**src/rtl/rgd_pkg.sv**
```systemverilog
`default_nettype none

package rgd_pkg;

	// Gesture direction codes as they appear on the result fields.
	typedef enum logic [1:0] {
		DIR_NONE  = 2'd0,
		DIR_LEFT  = 2'd1,
		DIR_RIGHT = 2'd2
	} dir_t;

	// Item sequencer states.
	typedef enum logic [2:0] {
		ST_IDLE,
		ST_WRITE,
		ST_READ,
		ST_DRAIN,
		ST_DECIDE
	} state_t;

	// Configuration register indexes.
	localparam int CfgIdxW = 2;
	localparam logic [CfgIdxW-1:0] CFG_ACTIVITY_THRESHOLD    = 2'd0;
	localparam logic [CfgIdxW-1:0] CFG_LIKELIHOOD_WEIGHT_MIN = 2'd1;
	localparam logic [CfgIdxW-1:0] CFG_MIN_GESTURE_MS        = 2'd2;
	localparam int CfgDataW = 16;

	// Register widths and reset values.
	localparam int ThrW = 16;
	localparam int LwW  = 14;
	localparam int MinW = 16;
	localparam logic [ThrW-1:0] THR_RESET = 16'd180;
	localparam logic [LwW-1:0]  LW_RESET  = 14'd325;
	localparam logic [MinW-1:0] MIN_RESET = 16'd1000;

	// Item field widths.
	localparam int SampleW = 16;
	localparam int TimeW   = 32;
	localparam int InDataW = 48;
	localparam int OutDataW = 8;

endpackage

`default_nettype wire

```
**src/rtl/roll_gesture_detector.sv**
```systemverilog
`default_nettype none

// Channel   Direction  Payload bits (low to high)                               Role
// s_*       in         tdata: roll_sample[15:0], now_ms[47:16]; tuser: kind      samples, clears
// m_*       out        tdata: active_direction[1:0], changed[2],                  one result per item
//                             recognized_direction[4:3], zero[7:5]
// cfg_*     in         cfg_index selects the register, cfg_data carries its value  setup writes
//
// A sample item with a full window passes through these steps before the next item is accepted:
// accept, write the window memory, read the whole window through its single read port, drain
// the read data and update the gesture state. Until the window is full a sample skips the read
// and the drain; a clear goes straight from acceptance to the update.
// The window needs no clearing pass after reset; only its fill count is cleared.
// A stalled result waits in the output register while the next item is accepted and worked
// on; only the final state update waits for the output register to be free.
module roll_gesture_detector #(
	parameter int WINDOW = 12
) (
	input  wire logic                              clk,
	input  wire logic                              arst_n,
	// Input stream.
	input  wire logic                              s_tvalid,
	output logic                                   s_tready,
	input  wire logic [rgd_pkg::InDataW-1:0]       s_tdata,  // roll_sample, now_ms
	input  wire logic                              s_tuser,  // kind
	// Result stream.
	output logic                                   m_tvalid,
	input  wire logic                              m_tready,
	output logic [rgd_pkg::OutDataW-1:0]           m_tdata,  // active, changed, recognized
	// Configuration writes.
	input  wire logic                              cfg_wr_en,
	input  wire logic [rgd_pkg::CfgIdxW-1:0]       cfg_index,
	input  wire logic [rgd_pkg::CfgDataW-1:0]      cfg_data
);

	// Index of a window entry, count of filled entries, and a width that holds the
	// largest weighted sum (sum of k^2 for k up to WINDOW) as well as the threshold.
	localparam int IW     = (WINDOW > 1) ? $clog2(WINDOW) : 1;
	localparam int CW     = $clog2(WINDOW + 1);
	localparam int WSUM   = WINDOW * (WINDOW + 1) * (2 * WINDOW + 1) / 6;
	localparam int WBITS  = $clog2(WSUM + 1);
	localparam int WW     = (WBITS > rgd_pkg::LwW) ? WBITS : rgd_pkg::LwW;
	localparam logic [IW-1:0] LAST_IDX = IW'(WINDOW - 1);
	localparam logic [CW-1:0] FULL_CNT = CW'(WINDOW);
	localparam logic [IW:0]   WRAP_ADD = (IW + 1)'(WINDOW);

	// Configuration registers.
	logic [rgd_pkg::ThrW-1:0] thr_q;
	logic [rgd_pkg::LwW-1:0]  lw_q;
	logic [rgd_pkg::MinW-1:0] min_q;

	always_ff @(posedge clk or negedge arst_n) begin
		if (!arst_n) begin
			thr_q <= rgd_pkg::THR_RESET;
			lw_q  <= rgd_pkg::LW_RESET;
			min_q <= rgd_pkg::MIN_RESET;
		end else if (cfg_wr_en) begin
			unique case (cfg_index)
				rgd_pkg::CFG_ACTIVITY_THRESHOLD:    thr_q <= cfg_data;
				rgd_pkg::CFG_LIKELIHOOD_WEIGHT_MIN: lw_q  <= cfg_data[rgd_pkg::LwW-1:0];
				rgd_pkg::CFG_MIN_GESTURE_MS:        min_q <= cfg_data;
				default: ;
			endcase
		end
	end

	// Sequencer.
	rgd_pkg::state_t state_q, state_d;

	logic                         kind_q;
	logic [rgd_pkg::SampleW-1:0]  sample_q;
	logic [rgd_pkg::TimeW-1:0]    now_q;

	logic [IW-1:0] head_q;     // physical entry holding the oldest sample
	logic [CW-1:0] fill_q;
	logic [IW-1:0] rd_addr_q;
	logic [IW-1:0] rd_cnt_q;

	logic out_free;
	logic accept;

	assign out_free = !m_tvalid || m_tready;
	assign accept   = s_tvalid && s_tready;

	always_ff @(posedge clk or negedge arst_n) begin
		if (!arst_n) begin
			state_q <= rgd_pkg::ST_IDLE;
		end else begin
			state_q <= state_d;
		end
	end

	always_comb begin
		state_d  = state_q;
		s_tready = 1'b0;
		unique case (state_q)
			rgd_pkg::ST_IDLE: begin
				s_tready = 1'b1;
				if (s_tvalid) begin
					state_d = s_tuser ? rgd_pkg::ST_DECIDE : rgd_pkg::ST_WRITE;
				end
			end
			rgd_pkg::ST_WRITE: begin
				// The window is full after this write if it was full or one short.
				if (fill_q == FULL_CNT || fill_q == CW'(WINDOW - 1)) begin
					state_d = rgd_pkg::ST_READ;
				end else begin
					state_d = rgd_pkg::ST_DECIDE;
				end
			end
			rgd_pkg::ST_READ: begin
				if (rd_cnt_q == LAST_IDX) begin
					state_d = rgd_pkg::ST_DRAIN;
				end
			end
			rgd_pkg::ST_DRAIN: begin
				state_d = rgd_pkg::ST_DECIDE;
			end
			rgd_pkg::ST_DECIDE: begin
				if (out_free) begin
					state_d = rgd_pkg::ST_IDLE;
				end
			end
			default: begin
				state_d = rgd_pkg::ST_IDLE;
			end
		endcase
	end

	// Accepted item.
	always_ff @(posedge clk) begin
		if (accept) begin
			kind_q   <= s_tuser;
			sample_q <= s_tdata[rgd_pkg::SampleW-1:0];
			now_q    <= s_tdata[rgd_pkg::SampleW +: rgd_pkg::TimeW];
		end
	end

	// Window memory: a circular buffer, oldest entry at head_q.
	logic [rgd_pkg::SampleW-1:0] win_mem [WINDOW];
	logic [rgd_pkg::SampleW-1:0] rd_data_s1;
	logic [IW-1:0]               wr_addr;
	logic [IW:0]                 wr_sum;
	logic [IW-1:0]               head_inc;
	logic                        win_full;

	assign win_full = (fill_q == FULL_CNT);
	assign head_inc = (head_q == LAST_IDX) ? '0 : head_q + 1'b1;
	assign wr_sum   = {1'b0, head_q} + {1'b0, fill_q[IW-1:0]};

	always_comb begin
		if (win_full) begin
			wr_addr = head_q;
		end else if (wr_sum >= WRAP_ADD) begin
			wr_addr = IW'(wr_sum - WRAP_ADD);
		end else begin
			wr_addr = wr_sum[IW-1:0];
		end
	end

	always_ff @(posedge clk) begin
		if (state_q == rgd_pkg::ST_WRITE) begin
			win_mem[wr_addr] <= sample_q;
		end
		rd_data_s1 <= win_mem[rd_addr_q];
	end

	// Fill count, head and read walk.
	always_ff @(posedge clk or negedge arst_n) begin
		if (!arst_n) begin
			fill_q    <= '0;
			head_q    <= '0;
			rd_addr_q <= '0;
			rd_cnt_q  <= '0;
		end else begin
			unique case (state_q)
				rgd_pkg::ST_WRITE: begin
					rd_cnt_q <= '0;
					if (win_full) begin
						head_q    <= head_inc;
						rd_addr_q <= head_inc;
					end else begin
						fill_q    <= fill_q + 1'b1;
						rd_addr_q <= head_q;
					end
				end
				rgd_pkg::ST_READ: begin
					rd_cnt_q  <= rd_cnt_q + 1'b1;
					rd_addr_q <= (rd_addr_q == LAST_IDX) ? '0 : rd_addr_q + 1'b1;
				end
				rgd_pkg::ST_DECIDE: begin
					if (out_free && kind_q) begin
						fill_q <= '0;
					end
				end
				default: ;
			endcase
		end
	end

	// Read data arrives in the cycle after its address, tagged with its window position.
	logic          rv_s1;
	logic [IW-1:0] ridx_s1;

	always_ff @(posedge clk or negedge arst_n) begin
		if (!arst_n) begin
			rv_s1 <= 1'b0;
		end else begin
			rv_s1 <= (state_q == rgd_pkg::ST_READ);
		end
	end

	always_ff @(posedge clk) begin
		ridx_s1 <= rd_cnt_q;
	end

	// Delta scoring. Each delta between neighbors whose magnitude exceeds the activity
	// threshold adds (position+1)^2, where position counts from the oldest entry.
	logic [rgd_pkg::SampleW-1:0] prev_q;
	logic [rgd_pkg::SampleW-1:0] oldest_q;
	logic [WW-1:0]               weight_q;
	logic                        left_q;
	logic signed [rgd_pkg::SampleW:0] delta;
	logic signed [rgd_pkg::SampleW:0] span;
	logic [rgd_pkg::SampleW:0]        delta_mag;
	logic [IW:0]                      pos1;
	logic [2*IW+1:0]                  pos_sq;

	assign delta = $signed({rd_data_s1[rgd_pkg::SampleW-1], rd_data_s1})
	             - $signed({prev_q[rgd_pkg::SampleW-1], prev_q});
	assign span  = $signed({rd_data_s1[rgd_pkg::SampleW-1], rd_data_s1})
	             - $signed({oldest_q[rgd_pkg::SampleW-1], oldest_q});
	assign delta_mag = delta[rgd_pkg::SampleW] ? (rgd_pkg::SampleW + 1)'(-delta)
	                                           : (rgd_pkg::SampleW + 1)'(delta);
	assign pos1   = {1'b0, ridx_s1} + 1'b1;
	assign pos_sq = pos1 * pos1;

	always_ff @(posedge clk) begin
		if (state_q == rgd_pkg::ST_WRITE) begin
			weight_q <= '0;
		end else if (rv_s1) begin
			prev_q <= rd_data_s1;
			if (ridx_s1 == '0) begin
				oldest_q <= rd_data_s1;
			end else if (delta_mag > {1'b0, thr_q}) begin
				weight_q <= weight_q + WW'(pos_sq);
			end
			if (ridx_s1 == LAST_IDX) begin
				left_q <= !span[rgd_pkg::SampleW];
			end
		end
	end

	// Gesture state.
	rgd_pkg::dir_t rec_type_q, act_type_q;
	logic [rgd_pkg::TimeW-1:0] rec_begin_q, act_begin_q;

	rgd_pkg::dir_t             rec_type_d, act_type_d;
	logic [rgd_pkg::TimeW-1:0] rec_begin_d, act_begin_d;
	logic                      changed_d;
	logic                      hit;
	logic                      rec_hold;
	logic [rgd_pkg::TimeW-1:0] rec_age, act_age;

	assign rec_age  = now_q - rec_begin_q;
	assign act_age  = now_q - act_begin_q;
	assign hit      = win_full && (weight_q >= WW'(lw_q));
	assign rec_hold = (rec_type_q != rgd_pkg::DIR_NONE)
	               && (rec_age < rgd_pkg::TimeW'(min_q));

	always_comb begin
		rec_type_d  = rec_type_q;
		rec_begin_d = rec_begin_q;
		act_type_d  = act_type_q;
		act_begin_d = act_begin_q;
		changed_d   = 1'b0;
		if (kind_q) begin
			// A clear empties the window and drops both gestures.
			rec_type_d  = rgd_pkg::DIR_NONE;
			rec_begin_d = now_q;
			act_type_d  = rgd_pkg::DIR_NONE;
			act_begin_d = now_q;
		end else begin
			// A recognized gesture is held for the minimum duration.
			if (!rec_hold) begin
				if (rec_type_q == rgd_pkg::DIR_NONE && hit) begin
					rec_type_d  = left_q ? rgd_pkg::DIR_LEFT : rgd_pkg::DIR_RIGHT;
					rec_begin_d = now_q;
				end else if (rec_type_q != rgd_pkg::DIR_NONE && !hit) begin
					rec_type_d = rgd_pkg::DIR_NONE;
				end
			end
			// Activation once the previous active span is old enough, or cancel
			// when the new recognition points the other way.
			if (act_type_q == rgd_pkg::DIR_NONE && rec_type_d != rgd_pkg::DIR_NONE
			    && act_age > rgd_pkg::TimeW'(min_q)) begin
				act_type_d  = rec_type_d;
				act_begin_d = rec_begin_d;
				changed_d   = 1'b1;
			end else if ((act_type_q == rgd_pkg::DIR_LEFT && rec_type_d == rgd_pkg::DIR_RIGHT)
			          || (act_type_q == rgd_pkg::DIR_RIGHT && rec_type_d == rgd_pkg::DIR_LEFT)) begin
				act_type_d  = rgd_pkg::DIR_NONE;
				act_begin_d = rec_begin_d;
				changed_d   = 1'b1;
			end
		end
	end

	logic decide_fire;
	assign decide_fire = (state_q == rgd_pkg::ST_DECIDE) && out_free;

	always_ff @(posedge clk or negedge arst_n) begin
		if (!arst_n) begin
			rec_type_q  <= rgd_pkg::DIR_NONE;
			rec_begin_q <= '0;
			act_type_q  <= rgd_pkg::DIR_NONE;
			act_begin_q <= '0;
		end else if (decide_fire) begin
			rec_type_q  <= rec_type_d;
			rec_begin_q <= rec_begin_d;
			act_type_q  <= act_type_d;
			act_begin_q <= act_begin_d;
		end
	end

	// Output register.
	logic                         m_valid_q;
	logic [rgd_pkg::OutDataW-1:0] m_data_q;

	always_ff @(posedge clk or negedge arst_n) begin
		if (!arst_n) begin
			m_valid_q <= 1'b0;
		end else if (decide_fire) begin
			m_valid_q <= 1'b1;
		end else if (m_tready) begin
			m_valid_q <= 1'b0;
		end
	end

	always_ff @(posedge clk) begin
		if (decide_fire) begin
			m_data_q <= {3'b000, rec_type_d, changed_d, act_type_d};
		end
	end

	assign m_tvalid = m_valid_q;
	assign m_tdata  = m_data_q;

endmodule

`default_nettype wire
```
**config.mk**
```make
export PLATFORM = sky130hd
export DESIGN_NAME = roll_gesture_detector
export DESIGN_NICKNAME = d
export VERILOG_FILES = /design/src/rtl/rgd_pkg.sv /design/src/rtl/roll_gesture_detector.sv
export SDC_FILE = /design/constraint.sdc
export NUM_CORES = 1
export LEC_CHECK = 0
export BUFFER_PORTS_ARGS = -buffer_cell sky130_fd_sc_hd__clkbuf_2
export CORE_ASPECT_RATIO = 0.75
export CORE_MARGIN = 10
export CORE_UTILIZATION = 60
export CTS_CLUSTER_SIZE = 8
export DETAILED_ROUTE_END_ITERATION = 10
export PLACE_DENSITY = 0.84
export SYNTH_ARGS = -nofsm -noshare
export SYNTH_HDL_FRONTEND = slang
export SYNTH_SLANG_ARGS = --single-unit
export TNS_END_PERCENT = 1
```
**constraint.sdc**
```tcl
create_clock -name clk -period 6.3 [get_ports clk]
set_input_delay 0.63 -clock clk [delete_from_list [all_inputs] [get_ports clk]]
set_output_delay 0.63 -clock clk [all_outputs]
set_load 0.005 [all_outputs]
```
# Word-level counts from Yosys, hierarchy flattened
# Memories as Yosys holds them, arrays and structs flattened. A register that Yosys moved wholly into a read port is not among the register bits.
# Index checks and enable logic that the tools add are counted.
[totals] ff_bits=240 ram_bits=192 inputBits=72 wordCells=144 memories=1
[classes] add_sub_neg=13 multipliers=1 order_cmp=5 eq_ne=21 muxes=39 bitwise_logic=2 n_reduce_logical=38
[memory_table] name="win_mem" depth=12 width=16 rd=1 rd_ports_with_merged_regs=1 write_ports=1 line_no="roll_gesture_detector.sv:140" text="logic [rgd_pkg::SampleW-1:0] win_mem [WINDOW];"
[ops] op="$mux 32" count=6
[ops] op="$sub 32x32->32" count=2
[ops] op="$sub 16x16->17" count=2
[ops] op="$gt 32x16->1" count=1
[ops] op="$lt 32x16->1" count=1
[ops] op="$mux 4" count=7
[ops] op="$eq 4x4->1 const B" count=6
[ops] op="$pmux 4 s2" count=3
[ops] op="$mux 2" count=9
[ops] op="$gt 17x16->1" count=1
[ops] op="$mux 17" count=1
[ops] op="$neg 17->17" count=1
[ops] op="$add 4x1->4 const B" count=4
[ops] op="$mux 3" count=5
[ops] op="$pmux 3 s5" count=1
[ops] op="$reduce_and 3->1" count=5
[ops] op="$add 14x10->14" count=1
[ops] op="$ge 14x14->1" count=1
[ops] op="$logic_and 1x1->1" count=11
[ops] op="$mul 5x5->10" count=1
[ops] op="$ne 2x2->1 const B" count=5
[ops] op="$reduce_and 2->1" count=5
[ops] op="$reduce_bool 2->1" count=5
[ops] op="$mux 1" count=7
[ops] op="other kinds (16)" count=28

# Depth between registers and ports, before layout
[depth] word_depth=14 mapped_depth=25 depth_no_buf=23

# Least setup slack after synthesis
# OpenSTA, ideal clock, no wires.
[synth_path] path_type="reg-to-reg" startpoint="reg rd_data_s1[0] (netlist bit) (read register of win_mem)" endpoint="reg weight_q[0]" setup_ns=0.128 arrival_time_ns=4.504 setup_slack_ns=1.668 path_stages_with_launch=25 path_buffers=1 synth_period_minus_slack_ns=4.632 cell_sequence="dfxtp_1 inv_1 ha_1 inv_1 fa_1 a21o_1 a21oi_1 o21a_1 o21ai_1 a31oi_1 a21oi_1 mux2_2 ha_1 nor2b_1 o21a_1 o21a_1 o21ai_0 a21oi_1 o311ai_0 a31oi_1 o21ai_1 nand2_1 clkbuf_1 nand3_1 o31ai_1"
[synth_between] elab_chain_cells=5
[synth_rtl] item="start: declaration" line_no="roll_gesture_detector.sv:141" text="logic [rgd_pkg::SampleW-1:0] rd_data_s1;"
[synth_rtl] item="$sub 16x16->17 (*)" line_no="roll_gesture_detector.sv:230" text="- $signed({prev_q[rgd_pkg::SampleW-1], prev_q});"
[synth_rtl] item="$neg 17->17" line_no="roll_gesture_detector.sv:233" text="assign delta_mag = delta[rgd_pkg::SampleW] ? (rgd_pkg::SampleW + 1)'(-delta)"
[synth_rtl] item="$mux 17 (*)" line_no="roll_gesture_detector.sv:233"
[synth_rtl] item="$gt 17x16->1 (*)" line_no="roll_gesture_detector.sv:245" text="end else if (delta_mag > {1'b0, thr_q}) begin"
[synth_rtl] item="$reduce_and 3->1 (no source line) (*)"
[synth_rtl] item="end signal: assignment" line_no="roll_gesture_detector.sv:246" text="weight_q <= weight_q + WW'(pos_sq);"
[synth_rtl] item="end: declaration" line_no="roll_gesture_detector.sv:221" text="logic [WW-1:0] weight_q;"
# Every way passes the cells marked *; elsewhere a longest branch is shown, timed or not.
# A chain may end at the register's enable or synchronous reset.

# Worst setup path after layout
[layout_path] startpoint="reg now_q[1] (netlist bit)" endpoint="reg act_begin_q[0] (netlist bit)"
[layout_between] elab_chain_cells=10 word_cells_on_any_way=21 cone_classes="add/sub (2); order compare (2); eq/ne (2); mux (6); reduce/logical (9)"
[layout_rtl] item="start: declaration" line_no="roll_gesture_detector.sv:72" text="logic [rgd_pkg::TimeW-1:0] now_q;"
[layout_rtl] item="start signal: assignment" line_no="roll_gesture_detector.sv:135" text="now_q <= s_tdata[rgd_pkg::SampleW +: rgd_pkg::TimeW];"
[layout_rtl] item="$sub 32x32->32" line_no="roll_gesture_detector.sv:265" text="assign rec_age = now_q - rec_begin_q;"
[layout_rtl] item="$lt 32x16->1" line_no="roll_gesture_detector.sv:269" text="&& (rec_age < rgd_pkg::TimeW'(min_q));"
[layout_rtl] item="$logic_and 1x1->1" line_no="roll_gesture_detector.sv:269"
[layout_rtl] item="$mux 2" line_no="roll_gesture_detector.sv:285" text="if (!rec_hold) begin"
[layout_rtl] item="$mux 2" line_no="roll_gesture_detector.sv:277" text="if (kind_q) begin"
[layout_rtl] item="$eq 2x2->1, or another cell as far along" line_no="roll_gesture_detector.sv:300" text="end else if ((act_type_q == rgd_pkg::DIR_LEFT && rec_type_d == rgd_pkg::DIR_RIGHT)"
[layout_rtl] item="$logic_and 1x1->1 (on tied branches)" line_no="roll_gesture_detector.sv:300, roll_gesture_detector.sv:295, roll_gesture_detector.sv:301"
[layout_rtl] item="$logic_or 1x1->1 / $logic_and 1x1->1 (equally long branches)" line_no="roll_gesture_detector.sv:301, roll_gesture_detector.sv:296"
[layout_rtl] item="$reduce_bool 3->1 (no source line) / $mux 32 (equally long branches)"
[layout_rtl] item="$reduce_and 2->1 (no source line) / $mux 32 (equally long branches)"
[layout_rtl] item="end signal: assignment" line_no="roll_gesture_detector.sv:322" text="act_begin_q <= act_begin_d;"
[layout_rtl] item="end: declaration" line_no="roll_gesture_detector.sv:256" text="logic [rgd_pkg::TimeW-1:0] rec_begin_q, act_begin_q;"
# Parallel ways exist; a longest one is shown, timed or not. The select of a mux whose other input is x is not followed.

==> flow_summary.json <==
{
  "run_status": "completed",
  "drive_above_1_share_pct": 14.3,
  "layout_common_cells": "edfxtp_1 (279), inv_1 (196), ha_1 (189)",
  "coreArea_mm2": 0.0408,
  "first_iter_violations": 1362,
  "setup_viol": 0,
  "critPathCaptureType": "flip-flop",
  "rows": 64,
  "ioPinCount": 82,
  "fin_crit_sh_pct": 86.6,
  "dieArea_mm2": 0.0501,
  "reg2reg_from": "now_q[1]$_DFFE_PP_",
  "rrSetupSlack_ps": 850,
  "clock_latency_ps": 600,
  "crit_path_max_fanout": 32,
  "seq_area_frac_synth_pct": 50.0,
  "cap_violations": 0,
  "post_cts_buffers": 0,
  "initial_core_util_pct": 60.9,
  "clockBufferDepth": 3,
  "ir_worst_vdd_mv": 0.411,
  "cts_buffers": 66,
  "grt_max_degree": 79,
  "r2r-end": "act_begin_q[0]$_DFFE_PN0P_",
  "grt_pass1_wl_um": 95600,
  "ys_types": 82,
  "routabilityCongestion": 0.935,
  "setup.worst_path.class": "reg -> reg",
  "ys_ff_latch": 448,
  "fp.dieW_um": 255,
  "io_buffers": 78,
  "avgViaCountPerCell": 6.15,
  "arrival_ps": 5940,
  "syn_inst": 2148,
  "tns_ps": 0,
  "rsz0062_at_grt": "false",
  "place_ws_ps": 917,
  "maxSlewHeadroom_pct": 17.6,
  "post_cts_resized": 0,
  "firstDrtPassIters": 5,
  "hold_class": "in -> async",
  "final_common_cell": "edfxtp_1",
  "fin_ws_ps": 846,
  "grtUsageTotal_pct": 24.2,
  "dr_total_vias": 17396,
  "wirelength_um": 60600,
  "synthFlopType": "edfxtp_1",
  "fin_crit_ps": 5450,
  "antenna_found_initial": 0,
  "clk_pin_slew_ps": 50,
  "cts.sinks": 448,
  "startpoint_type": "flip-flop",
  "clockRootBuffer": "clkbuf_16",
  "syn-cell-area_mm2": 0.0249,
  "r2r_cells": 22,
  "dp_hpwl_um": 40700,
  "power_density_mw_per_mm2": 467,
  "finClkSkew_ps": 29.1,
  "synth.avg_cell_area_um2": 11.6,
  "grt_pass1_vias": 17502,
  "gr-total-overflow": 0,
  "synth_enable_flop_cells": 279,
  "cpPeakStageDelay_ps": 480,
  "area_growth_syn_to_layout_pct": 11.9,
  "maxSlewViolCount": 0,
  "cpMaxStageDelayCell": "edfxtp_1",
  "leakage_uw": 0.0115,
  "critPathBufInv": 1,
  "wl_per_cell_um": 21.4,
  "critical_path.top_delay_family": "compound AO/OA/AOI/OAI gates",
  "die_h_um": 196,
  "antenna_cells": 0,
  "ctsHtreeMaxLevel": 3,
  "async_flop_share_pct": 30.1,
  "cts_tree": "done",
  "holdBufCountCts": 0,
  "fmax_mhz": 183,
  "final_nets": 2525,
  "antenna_left": 0,
  "hold_viol": 0,
  "drc_errors": 0,
  "ys.warnings.count": 0,
  "cp.required_ps": 6790,
  "crit_path_cell_trace": "ha_1 > nor2b_1 > o31a_1 > o31a_1 > o21ai_0 > a21oi_1 > o21a_1 > nor2_1 > xnor2_1 > ha_1 > a211o_1 > o211ai_1 > a21oi_1 > nor4bb_1 > o211ai_1 > a211oi_2 > o2111ai_1 > nor4_2 > a41o_1 > o21ai_4 > buf_4 > mux2_4",
  "tightest_slew_ps": 1240
}
[where the power goes]
group	total, uW	switching [uW]	internal [uW]
Combinational	5620	3240	2380
Clock	3380	1350	2030
Sequential	4000	352	3650
[how the worst max path moves through the flow]
stage	from	endpoint	slack (ps)	cells past startpoint
floorplan	rd_data_s1[0]$_DFF_P_	weight_q[0]$_SDFFE_PP0P_	1670	24
global placement	now_q[1]$_DFFE_PP_	act_begin_q[0]$_DFFE_PN0P_	980	22
detailed placement	now_q[1]$_DFFE_PP_	act_begin_q[0]$_DFFE_PN0P_	920	22
CTS	now_q[1]$_DFFE_PP_	act_begin_q[31]$_DFFE_PN0P_	880	22
global route	now_q[1]$_DFFE_PP_	act_begin_q[0]$_DFFE_PN0P_	580	22
finish	now_q[1]$_DFFE_PP_	act_begin_q[0]$_DFFE_PN0P_	850	22
[cell families (layout without fill, tap and decap cells)]
family | Yosys count | count (layout) | synth area share [%]
compound gates | 451 | 451 | 11.8
xor+xnor | 81 | 81 | 2.85
fa+ha+maj | 204 | 204 | 10.7
buf+inv | 269 | 419 | 4.30
flops | 448 | 448 | 50.0
mux | 203 | 203 | 11.0
other cells | 1 | 4 | 0.0151
simple gates | 491 | 491 | 9.28
[layer usage]
metal / routed length [um] / vias up / track usage, %
met5: 0 / - / 0
li1: - / 8098 / -
met4: 1960 / 0 / 9.04
met3: 3860 / 147 / 3.96
met2: 29500 / 670 / 40.6
met1: 25300 / 8481 / 31.1
[registers in the layout, indices dropped and copies added, names as in the netlist, 5 cells and up]
name         count
rd_data_s1      16
weight_q        14
thr_q           16
prev_q          16
oldest_q        16
lw_q            14
m_tdata          5
act_begin_q     32
min_q           16
sample_q        16
now_q           32
win_mem        192
rec_begin_q     32
[cells in the mapped netlist (10+ instances only)]
| master | count | share of area [%] |
|---|---|---|
| clkbuf_1 | 57 | 0.86 |
| and3_1 | 10 | 0.25 |
| o21a_1 | 30 | 0.90 |
| o21ai_0 | 103 | 2.1 |
| a21o_1 | 44 | 1.3 |
| nor3_1 | 34 | 0.68 |
| mux2_2 | 60 | 2.7 |
| edfxtp_1 | 279 | 34 |
| mux4_2 | 48 | 4.3 |
| ha_1 | 189 | 9.5 |
| nand2b_1 | 15 | 0.38 |
| mux2i_1 | 87 | 3.5 |
| a21oi_1 | 122 | 2.5 |
| dfxtp_1 | 34 | 2.7 |
| a31oi_1 | 15 | 0.38 |
| o31ai_1 | 13 | 0.39 |
| xnor2_1 | 51 | 1.8 |
| a211oi_1 | 10 | 0.30 |
| inv_1 | 196 | 3.0 |
| nand4_1 | 25 | 0.63 |
| nor2b_1 | 21 | 0.53 |
| nand2_1 | 151 | 2.3 |
| nor2_1 | 135 | 2.0 |
| nand3_1 | 45 | 0.90 |
| o211ai_1 | 16 | 0.48 |
| dfrtp_1 | 121 | 12 |
| dfstp_2 | 14 | 1.5 |
| xor2_1 | 30 | 1.1 |
| fa_1 | 15 | 1.2 |
[worst reg2reg max path: stages, from the launching register on]
cell and delay (ps):
edfxtp_1 480, ha_1 320, nor2b_1 140, o31a_1 270
o31a_1 310, o21ai_0 240, a21oi_1 120, o21a_1 170
nor2_1 110, xnor2_1 150, ha_1 270, a211o_1 260
o211ai_1 90, a21oi_1 80, nor4bb_1 360, o211ai_1 160
a211oi_2 190, o2111ai_1 150, nor4_2 410, a41o_1 270
o21ai_4 50, buf_4 300, mux2_4 430
[area by class of cell]
cell class / count / area (um2)
clock buffers: 112 / 1860
clock inverters: 8 / 166
fillers: 2776 / 13000
inverters: 197 / 739
multi-input cells: 1434 / 11400
flip-flops and latches: 448 / 12500
well taps: 528 / 661
repair buffers: 102 / 577
[metrics by stage]
stage | hold slack (ps) | utilization, % | power (uW) | std cells | instance area, um2
finish | 73.6 | 68.2 | 13000 | 2829 | 27800
global route | 132 | 68.2 | 13800 | 2829 | 27800
CTS | 97.6 | 68.2 | 13000 | 2829 | 27800
detailed placement | 414 | 63.2 | 9500 | 2709 | 25800
global placement | 404 | 63.2 | 9280 | 2709 | 25800
floorplan | 334 | - | 8160 | 2151 | 24900
Power figures use the tool's default switching activity.
